$ cat src/sv/chs_ram.sv
module chs_ram #(
	parameter int WIDTH = 8,
	parameter int DEPTH = 16
) (
	input  logic                                 clk,
	input  logic                                 we,
	input  logic [(DEPTH > 1 ? $clog2(DEPTH) : 1)-1:0] waddr,
	input  logic [WIDTH-1:0]                     wdata,
	input  logic [(DEPTH > 1 ? $clog2(DEPTH) : 1)-1:0] raddr,
	output logic [WIDTH-1:0]                     rdata
);

	logic [WIDTH-1:0] mem [DEPTH];

	always_ff @(posedge clk) begin
		if (we) begin
			mem[waddr] <= wdata;
		end
		rdata <= mem[raddr];
	end

endmodule

$ cat config.mk
export PLATFORM = sky130hd
export DESIGN_NAME = chs_ram
export DESIGN_NICKNAME = d
export VERILOG_FILES = /design/src/sv/chs_ram.sv
export SDC_FILE = /design/constraint.sdc
export NUM_CORES = 1
export LEC_CHECK = 0
export ABC_AREA = 1
export BUFFER_PORTS_ARGS = -buffer_cell sky130_fd_sc_hd__buf_2
export CAP_MARGIN = 15
export CELL_PAD_IN_SITES_DETAIL_PLACEMENT = 0
export CELL_PAD_IN_SITES_GLOBAL_PLACEMENT = 1
export CORE_MARGIN = 1
export CORE_UTILIZATION = 44
export DETAILED_ROUTE_END_ITERATION = 8
export GPL_TIMING_DRIVEN = 0
export PLACE_DENSITY = 0.78
export SETUP_SLACK_MARGIN = 0.2
export SLEW_MARGIN = 20
export SYNTH_ARGS = -nofsm -noshare
export SYNTH_HDL_FRONTEND = slang
export SYNTH_SLANG_ARGS = --single-unit
$ cat constraint.sdc
create_clock -name clk -period 1.2 [get_ports clk]
set_input_delay 0.24 -clock clk [delete_from_list [all_inputs] [get_ports clk]]
set_output_delay 0.24 -clock clk [all_outputs]
set_load 0.01 [all_outputs]
; ---- Word-level counts from Yosys, hierarchy flattened
; Memories as Yosys holds them, arrays and structs flattened. A register that Yosys moved wholly into a read port is not among the register bits.
; Cells that the tools add are included.
[word_totals]
ff_bits = 0
ramBits = 128
input_bits = 18
out_inout_bits = 8
elab_cells = 3
memories = 1
[mem_list]
columns = name, depth, width, rd, rd_ports_with_merged_regs, write_ports, line
row1 = mem, 16, 8, 1, 1, 1, 13  ; logic [WIDTH-1:0] mem [DEPTH];
[classes]
n_mux = 2
[ops]
columns = op, count
row1 = 1-bit 2-to-1 mux, 2

; ---- Longest topological paths before layout
[depth]
ltp_word = 2
mapped_depth = 8

; ---- Worst setup path before layout
; OpenSTA, ideal clock, no wires.
[synth_path]
kind = input to register
from = input port waddr[3] in the netlist's numbering
to = memory mem[4][0] (enable)
t_arrival_ns = 0.821
required_ns = 0.830
slack_ns = 0.009
stages = 2
path_buffers = 0
cell_sequence = nand3b_1 > nor2_1
[synth_rtl]
columns = item, line
row1 = start: declaration, 7  ; input logic [(DEPTH > 1 ? $clog2(DEPTH) : 1)-1:0] waddr,
row2 = end: declaration, 13
; No word-level cell before the write port.

; ---- Worst setup path after layout
[layout_path]
from = register rdata[1] (read register of mem)
to = output port rdata[1]
[layout_rtl]
columns = item, line
row1 = start: declaration, 10  ; output logic [WIDTH-1:0] rdata
; No word-level cell between the ends.

==> impl_metrics.toml <==
[clocking]
cts_tree = "done"
cts_buffers = 17
cts-hold-fix-buffers = 0
path_clk_slew_ps = 60
htree_levels = 4
clkLatencyLatePin_ps = 420
cts_buffer_depth = 2
cts.sinks = 136
cts-root-buf = "clkbuf_16"

[timing]
tns_ps = 0
skew_ps = 6.24
min_period_ps = 1080
drv_slew = 0
setup_viol = 0
setup_ws_ps = 120
rsz0062_at_grt = "yes"
worst_slew_pin_slew_ps = 427
hold_viol = 0
timing.hold.ws_ps = 230
fmax_mhz = 926
maxSlewHeadroom = 0.715
post-route-period-util = 0.900

[grt]
grt.busiest_layer = "met2"
grt_pass1_wl_um = 21700
grt_usage = 0.235
gr-total-overflow = 0
grt_use_met2 = 0.374
use_met3 = 0.0524
grt_max_degree = 17
grt_pass1_vias = 3733
grt.met1_usage = 0.316
antenna_found_initial = 0

[status]
status = "finished, final reports clean"

[layout]
num-nets-final = 618
multiInputGateArea_sq_um = 1570
layout-drive-gt1-share = 0.248
syn_to_final_growth_pct = 25.6
diodes = 0
final_util = 0.569
fill_cells = 1072
regArea_sq_um = 4010

[place]
place_congestion = 0.815
hpwl_um = 9150
place_ws_ps = -419
portBuffers = 22

[routing]
wirelength_um = 14800
ant_nets = 0
via_per_inst = 5.07
num_vias = 3982
first_pass_iters = 5
drc = 0
drtIter0Drc = 352
routedWlPerCell_um = 18.8

[flow_run]
maxCapViolations = 0

[floorplan]
die_w_um = 116
fp.coreArea_sq_um = 12700
die_height_um = 116
io_pins = 26
start_util = 0.453
die-area_sq_um = 13600
rows = 41

[synth]
yosysSeqAreaShare = 0.694
syn-cell-area_sq_um = 5770
ys_seq_elements = 136
yosys_warnings = 0
yosysUniqueCellTypes = 12
syn_avg_cell_area_sq_um = 10.5
syn-num-nets = 569
synthCells = 551

[power_and_ir_drop]
powerDensity_nw_per_um2 = 1620
intPower_mw = 9.25
swShare = 0.212
pwr-share-comb = 0.072
p_leak_nw = 3.07
switchingPower_mw = 2.48
fin_total_pwr_mw = 11.7
vdd_drop_max_mv = 0.951
power_frac_clock = 0.473
p_seq_frac = 0.455

[critical_path]
critical-path-top-delay-family = "flip-flops"
slowest_delay_ps = 290
endpoint_kind = "output pin"
cp-start-kind = "register"
worstPathArrival_ps = 840
cp_max_fo = 1
worstPathCellList = "buf_2"
worst-setup-path-type = "reg2out"
critPathRequiredTime_ps = 960
slowest_stage = "dfxtp_1"
reg2reg_setup_slack_ps = 200
crit_buf_inv = 1

[hold_path]
hold_class = "in2reg"
through the flow:
step | instances | cell area (sq um)
4_1_cts | 779 | 6910
6_report | 785 | 7240
3_5_place_dp | 745 | 6190
2_1_floorplan | 551 | 5860
3_3_place_gp | 745 | 6190
5_1_grt | 785 | 7240
worst register-to-register path: cells and delay by family (launching register included):
kind	cells	cell delay, ps
buffers and inverters	1	80
DFF	1	370
and+or+nand+nor	5	450
cell usage after synthesis:
| cell | number | area [sq um] |
|---|---|---|
| buf_1 | 1 | 3.75 |
| buf_2 | 13 | 65.1 |
| buf_4 | 4 | 30.0 |
| buf_6 | 6 | 67.6 |
| dfxtp_1 | 8 | 160 |
| edfxtp_1 | 128 | 3840 |
| inv_1 | 100 | 375 |
| inv_2 | 2 | 7.51 |
| nand2_1 | 173 | 649 |
| nand3_1 | 97 | 485 |
| nand3b_1 | 2 | 15.0 |
| nor2_1 | 17 | 63.8 |
worst paths after layout:
check	to	cells after the start	start
worst max-delay path	rdata[1]	1	rdata[1]
worst min-delay path	mem[14][2]	1	wdata[2]
worst max register to register	rdata[6]	6	mem[0][6]
worst min register to register	rdata[7]	6	mem[6][7]
cell type report:
cell class              count  share of cell area
well taps                 172              0.0297
clock buffers              23              0.0674
inverters                 102              0.0534
flip-flops and latches    136               0.553
plain buffers              24              0.0245
repair buffers             30              0.0347
clock inverters             9              0.0200
multi-input cells         289               0.217
power groups by stage:
stage	Sequential, mW	Clock, mW	Combinational [mW]
CTS	5.34	5.59	0.756
global placement	5.43	0	0.715
floorplan	5.45	0	0.398
detailed placement	5.44	0	0.727
global route	5.35	5.76	0.910
finish	5.34	5.55	0.842
registers in the layout, summed over array words and instances, names as in the netlist:
register  cells
mem         128
rdata         8
routing by layer:
layer  up-vias  share of wire
met5         -              0
met3        17          0.066
met1      1934           0.43
met4         0          0.013
met2       157           0.49
li1       1874              -
cell families (layout without fill, tap and decap cells):
| logic type | after synthesis | in the layout | synth area share |
|---|---|---|---|
| flip-flops | 136 | 136 | 0.694 |
| buffers and inverters | 126 | 188 | 0.0952 |
| AND/OR/NAND/NOR | 289 | 289 | 0.210 |
placed cells by master, fill, tap and decap left out, drive strengths merged:
master	instances
buf	49
edfxtp	128
bufinv	4
inv	101
nand3	97
clkinv	4
nor2	17
nand3b	2
dfxtp	8
nand2	173
clkbuf	28
clkinvlp	2
what timing repair did:
action / in CTS / in global routing
setup endpoints to repair: 69 / 64
setup buffers: 2 / 6
resized for setup: 13 / 51
pin swaps: 3 / 20
Note: power is estimated with default switching activity, not from simulation.
