[config.mk]
export PLATFORM = sky130hd
export DESIGN_NAME = chs_mod
export DESIGN_NICKNAME = d
export VERILOG_FILES = /design/src/sv/chs_pkg.sv /design/src/sv/chs_mod.sv
export SDC_FILE = /design/constraint.sdc
export NUM_CORES = 1
export LEC_CHECK = 0
export BUFFER_PORTS_ARGS = -buffer_cell sky130_fd_sc_hd__buf_2
export CORE_UTILIZATION = 60
export CTS_BUF_LIST = sky130_fd_sc_hd__clkbuf_4 sky130_fd_sc_hd__clkbuf_8
export CTS_CLUSTER_DIAMETER = 30
export DETAILED_ROUTE_END_ITERATION = 10
export GPL_TIMING_DRIVEN = 1
export HOLD_SLACK_MARGIN = 0.06
export PLACE_DENSITY = 0.91
export SLEW_MARGIN = 10
export SYNTH_ARGS = -nofsm -noshare
export SYNTH_HDL_FRONTEND = slang
export SYNTH_SLANG_ARGS = --single-unit
[constraint.sdc]
create_clock -name clk -period 3.09 [get_ports clk]
set_input_delay 0.309 -clock clk [delete_from_list [all_inputs] [get_ports clk]]
set_output_delay 0.309 -clock clk [all_outputs]
set_load 0.01 [all_outputs]
[src/sv/chs_pkg.sv]
package chs_pkg;

	localparam int KEY_W = 31;
	localparam int KIND_W = 2;
	localparam int CNT_W = 7;
	localparam int APB_AW = 3;
	localparam int APB_DW = 32;

	localparam logic [CNT_W-1:0] CNT_RESET = 7'd7;

	typedef logic [KIND_W-1:0] kind_t;
	typedef logic [KEY_W-1:0] key_t;
	typedef logic [CNT_W-1:0] cnt_t;

	localparam kind_t KIND_INSERT = 2'd0;
	localparam kind_t KIND_DELETE = 2'd1;
	localparam kind_t KIND_LOOKUP = 2'd2;

	localparam logic [APB_AW-1:0] ADDR_BUCKET_COUNT = 3'd0;

	typedef enum logic [2:0] {
		ST_CLEAR,
		ST_IDLE,
		ST_DIV,
		ST_ROW,
		ST_SCAN,
		ST_DONE
	} state_t;

endpackage

[src/sv/chs_mod.sv]
module chs_mod import chs_pkg::*; (
	input  logic clk,
	input  logic arst_n,
	input  logic start,
	input  key_t dividend,
	input  cnt_t divisor,
	output logic done,
	output cnt_t remainder
);

	localparam int STEP_W = $clog2(KEY_W + 1);

	logic              active_q;
	logic              done_q;
	logic [STEP_W-1:0] step_q;
	key_t              dvd_q;
	cnt_t              div_q;
	cnt_t              rem_q;
	logic [CNT_W:0]    trial;
	logic [CNT_W:0]    diff;
	logic              take;

	// restoring step: bring down one dividend bit, subtract when it fits
	assign trial = {rem_q, dvd_q[KEY_W-1]};
	assign diff  = trial - {1'b0, div_q};
	assign take  = trial >= {1'b0, div_q};

	always_ff @(posedge clk or negedge arst_n) begin
		if (!arst_n) begin
			active_q <= 1'b0;
			done_q   <= 1'b0;
			step_q   <= '0;
		end else begin
			done_q <= 1'b0;
			if (start) begin
				active_q <= 1'b1;
				step_q   <= STEP_W'(KEY_W);
			end else if (active_q) begin
				step_q <= step_q - 1'b1;
				if (step_q == STEP_W'(1)) begin
					active_q <= 1'b0;
					done_q   <= 1'b1;
				end
			end
		end
	end

	always_ff @(posedge clk) begin
		if (start) begin
			dvd_q <= dividend;
			div_q <= divisor;
			rem_q <= '0;
		end else if (active_q) begin
			dvd_q <= {dvd_q[KEY_W-2:0], 1'b0};
			rem_q <= take ? diff[CNT_W-1:0] : trial[CNT_W-1:0];
		end
	end

	assign done      = done_q;
	assign remainder = rem_q;

endmodule

* Word-level counts from Yosys, hierarchy flattened
Cells that the tools add are included.
Word-level totals: memory bits (read-only) 0, flip-flop bits (word level) 52, output and inout port bits 8, bits in latches 0, memories 0, RAM bits 0, bits of input ports 41
Operators by class: eq/ne operators 1, bitwise operators 0, multipliers 0, shifts and indexed selects 0, $lt $le $gt $ge 1, divide/modulo/power cells 0, add/subtract/negate cells 2, reductions and logical operators 1, multiplexer cells 11
Operator list (number):
- 31-bit two-way mux | 2
- 5-bit two-way mux | 2
- 8-bit by 7-bit >= comparator with 1-bit output | 1
- 7-bit two-way mux | 1
- 7-bit subtractor | 1
- 1-bit two-way mux | 6
- 5-bit by 1-bit equality test with 1-bit output (second input constant) | 1
- 5-bit by 1-bit subtractor with 5-bit output (second input constant) | 1
- 2-bit nonzero test | 1

* Longest topological paths before layout
word-level depth 4, mapped depth 9

* Worst setup path after synthesis
OpenSTA, ideal clock, no wires.
path kind input -> register, start point input start, end point register dvd_q[0], enable pin, data required time 2.619 ns, arrival 1.384 ns, slack 1.234 ns, setup time 0.471 ns, stages on the path 4, cell sequence buf_2 inv_2 clkbuf_1 nand2_1
On the way: word-level cells in the longest chain between the ends 1
Ends and longest elaborated chain:
- start, declared | line chs_mod.sv:4 | input logic start,
- 2-bit nonzero test (no line)
- end signal, assigned | line chs_mod.sv:50 | dvd_q <= dividend;
- end signal, assigned | line chs_mod.sv:54 | dvd_q <= {dvd_q[KEY_W-2:0], 1'b0};
- end, declared | line chs_mod.sv:16 | key_t dvd_q;
Every way passes these cells. A chain may end at the register's enable or synchronous reset.

* Worst setup path in the final report
start point register dvd_q[30], end point register rem_q[0] (netlist: remainder[0])
On the way: word-level cells in the longest chain between the ends 2, elaborated cells between the ends (all ways) 3, classes of those cells 1 x add/sub; 1 x order compare; 1 x mux
Ends and longest elaborated chain:
- 7-bit subtractor or 8-bit by 7-bit >= comparator with 1-bit output (tied branches) | line chs_mod.sv:25, chs_mod.sv:26
- 7-bit two-way mux * | line chs_mod.sv:55 | rem_q <= take ? diff[CNT_W-1:0] : trial[CNT_W-1:0];
- end signal, assigned | line chs_mod.sv:55
- end, declared | line chs_mod.sv:18 | cnt_t rem_q;
Every way passes the cells marked *; elsewhere a longest branch is shown, timed or not.

==> results list <==
- Run status: finished, final reports clean
* Sequential-to-total area share from yosys stat: 0.565
- After synthesis, the share of flip-flops with an asynchronous set or reset is 0.135.
- Clock network power share: 0.209
- Crit path max-delay family: compound AO/OA/AOI/OAI gates
- 49 I/O pins were placed.
- Final Hold Violating Endpoints: 0
- Number of max-cap violations: 0
- Clock skew on the completed layout was measured at 0.00831 ns.
- Commonest cells after routing, fill and taps aside: sky130_fd_sc_hd__buf_2 (48), sky130_fd_sc_hd__edfxtp_1 (38), sky130_fd_sc_hd__mux2_2 (27)
* Area taken by multi-input logic gates: around 1000 µm²
- Most common library cell in the layout ignoring fill and taps: sky130_fd_sc_hd__buf_2
- Weighted congestion at the end of routability-driven global placement: around 0.86
* Met3 routing resource usage after global routing: 0.0726
* Sequential Area: 1460 µm²
- In this run the deepest clock path goes through 2 buffers.
- The number of setup buffers added after CTS is 0.
- Number of inserted diodes: 0
- GRT busiest layer: met2
- The region available for standard cell placement spans between 4000 and 5000 µm².
- Hold Crit Class: input port to flop
* Type of element launching the critical path: flop
- Number of max-slew violations in the final report: 0
- Crit-path max FO: 10
* 1st-pass router iterations: 4
- Number of cells on the critical path: 8
* Width of the chip: just under 70 µm
- For this run, the leading register cell type out of synthesis is sky130_fd_sc_hd__edfxtp_1.
- First-pass GRT wire length: 7.53 mm
* Mean instance size in the synthesized netlist: around 13 µm²
- Number of flops mapped to enable cells by yosys: 38
- Die ar.: 4560 µm²
- Overall die height: just under 70 µm
- In the global route stage, overall resource usage came out at 0.231.
- Cell chosen for the clock root: sky130_fd_sc_hd__clkbuf_8
- Syn Nets: 247
- Of the total power, the share spent switching nets is 0.291.
- Routed wire per std cell: between 10 and 15 µm
- In the global route stage, met1 resource usage came out at 0.306.
- Cell occurring most often along the worst timing path: sky130_fd_sc_hd__inv_1
- Cell area after synthesis: 2580 µm²
* Buffers on Ports: between 40 and 50
* Cell chain of the critical path: inv_1 > ha_1 > inv_1 > fa_1 > nand3_2 > a31o_1 > nand3_1 > a311oi_2
* Syn. warnings: 0
- The count of nets left with antenna violations once routing finished came out at 0.
- Part of the power in registers: 0.513
- Total vias in the final route: approximately 1700
- Total congestion overflow after global routing: 0
- Data arrival at the endpoint of the critical path: between 2 and 2.5 ns
* Total Nets Final: 297
- Final clock period utilization by the worst path: 0.660
- Buffers plus inverters on the worst setup path: 2
* Synthesis-stage register bit count: 52
- Total of endpoints with negative setup slack in the final report: 0
* Unrepaired setup endpoints after global routing: false
- In the routed layout, each cell is associated on average with a via count of between 5 and 6.
* Antenna violations before repair: 0
- Clock sink count: 52
* Worst-margin pin slew: 0.517 ns
- Min cycle time layout: about 2.0 ns
* Number of design rule violations left after detail routing: 0
- Kind of end point of the critical path: flop
* Power density cells: around 600 nW/µm²
- Synthesis produced around 200 cells.
* Critical path start-end classification: flop to flop
- Headroom to the max-slew limit: 0.655
* Dpl hpwl: around 3.1 mm
- STA puts the critical path data required time at between 3 and 4 ns.
- Entering global routing, the biggest net connects 41 pins.
- Cell count of the worst hold path: 1
* Worst path max stage delay: ~0.41 ns
- Worst-case vdd ir drop: about 0.46 mV
* Internal Power: roughly 1.2 mW
- Worst reg2reg path depth: 8
* Max frequency: 491 MHz
- After clock tree synthesis, the clock-pin slew on the worst setup and hold paths is 0.09 ns.
- Summed over all cells, the static leakage comes to 1.28 nW.
- The number of hold buffers added after CTS was 1.
* Combinational share of power: 0.277
- Summed over all layers, the routed wires come to ~4.5 mm.
- TritonCTS built the clock tree.
- Summed over all nets, the switching power comes to 500 µW.
- Resize count post-CTS: 0
- Deepest level of the CTS H-tree: 2
* Share of post-route cells with drive strength above 1: 0.372
- The first routing iteration left about 150 violations.
- In the global route stage, met2 resource usage came out at 0.354.
* Setup TNS: 0 ns
- For the worst-skew pair, the clock arrives at the later sink with an insertion delay of roughly 0.30 ns.
- The tightest hold path in the finished design has a slack of 0.188 ns.
- Counting the buffers created by CTS gives 5.
* Count of different cell masters after synthesis: 47
- Vias in the first global route: around 1700
* Starting Density: 0.635
* Critical-path cell with the highest stage delay: sky130_fd_sc_hd__fa_1
- The filler cells instantiated in the layout total ~280.
- The floorplan has 23 rows.
- Relative to the synthesized area, the layout overhead comes to 14.4%.
[power by group through the flow]
| stage | sequential, mW | combinational, mW | clock, mW |
|---|---|---|---|
| final | 0.882 | 0.477 | 0.360 |
| after global routing | 0.893 | 0.533 | 0.395 |
| after CTS | 0.882 | 0.476 | 0.367 |
| after detailed placement | 0.897 | 0.469 | 0 |
| after global placement | 0.895 | 0.452 | 0 |
| after floorplan | 0.893 | 0.348 | 0 |
[synthesized netlist by cell type, types with 2 or more instances]
cell type,n,area (µm²)
sky130_fd_sc_hd__a211oi_1,2,15.0
sky130_fd_sc_hd__a21o_1,3,22.5
sky130_fd_sc_hd__a31oi_1,4,25.0
sky130_fd_sc_hd__and3_1,9,56.3
sky130_fd_sc_hd__buf_1,3,11.3
sky130_fd_sc_hd__buf_2,2,10.0
sky130_fd_sc_hd__clkbuf_1,2,7.51
sky130_fd_sc_hd__dfrtp_1,7,175
sky130_fd_sc_hd__dfxtp_1,7,140
sky130_fd_sc_hd__edfxtp_1,38,1140
sky130_fd_sc_hd__ha_1,9,113
sky130_fd_sc_hd__inv_1,11,41.3
sky130_fd_sc_hd__inv_2,2,7.51
sky130_fd_sc_hd__mux2_1,4,45.0
sky130_fd_sc_hd__mux2_2,27,304
sky130_fd_sc_hd__nand2_1,14,52.6
sky130_fd_sc_hd__nand3_1,4,20.0
sky130_fd_sc_hd__nor2_1,6,22.5
sky130_fd_sc_hd__nor2b_1,2,12.5
sky130_fd_sc_hd__nor3_1,2,10.0
sky130_fd_sc_hd__nor4_1,2,12.5
sky130_fd_sc_hd__o21ai_0,3,15.0
sky130_fd_sc_hd__o21ai_1,2,10.0
sky130_fd_sc_hd__o31ai_1,2,15.0
sky130_fd_sc_hd__or4b_1,2,20.0
sky130_fd_sc_hd__xnor2_1,6,52.6
[stage by stage]
stage / cells / worst slack [ns] / total power [mW] / cell area (µm²) / util
floorplan: 196 / 1.23 / 1.24 / 2580 / -
global placement: 288 / 1.15 / 1.35 / 2850 / 0.703
detailed placement: 288 / 1.08 / 1.37 / 2850 / 0.703
CTS: 297 / 1.05 / 1.73 / 2950 / 0.726
global route: 297 / 0.872 / 1.82 / 2950 / 0.726
finish: 297 / 1.05 / 1.72 / 2950 / 0.726
[path summary, 6_finish.rpt]
| path | to | startpoint | slack (ns) |
|---|---|---|---|
| worst max-delay path | remainder[0] | dvd_q[30] | 1.05 |
| worst min-delay path | div_q[3] | divisor[3] | 0.19 |
| worst max register to register | remainder[0] | dvd_q[30] | 1.05 |
| worst min register to register | step_q[4] | step_q[4] | 0.53 |
| max in group asynchronous | step_q[0] | arst_n | 2.58 |
| min in group asynchronous | step_q[4] | arst_n | 0.36 |
[cell type report]
cell class,count,area share
sequential,52,0.494
clock buffer,5,0.0234
tap,50,0.0212
multi-input combinational,123,0.350
timing repair buffer,51,0.0900
inverter,13,0.0166
clock inverter,3,0.00467
[state kept, by name (all words and copies together) (netlist names)]
| register | flops |
|---|---|
| dvd_q | 31 |
| div_q | 7 |
| remainder | 7 |
| step_q | 5 |
| active_q | 1 |
| done | 1 |
[kinds of logic (layout without fill, tap and decap cells)]
| kind of cell | after synthesis | after routing | synth area share |
|---|---|---|---|
| xor gates and xnor gates | 7 | 7 | 0.0238 |
| and+or+nand+nor | 49 | 49 | 0.104 |
| adders and majority gates | 10 | 10 | 0.0515 |
| AOI/OAI and AO/OA | 26 | 26 | 0.0850 |
| muxes | 31 | 31 | 0.136 |
| buffers and inverters | 21 | 72 | 0.0345 |
| DFF | 52 | 52 | 0.565 |
[metal layers]
layer,up-vias,wire length [µm]
li1,826,-
met1,792,2020
met2,58,2110
met3,4,283
met4,0,42
met5,-,0
Power figures use the tool's default switching activity.
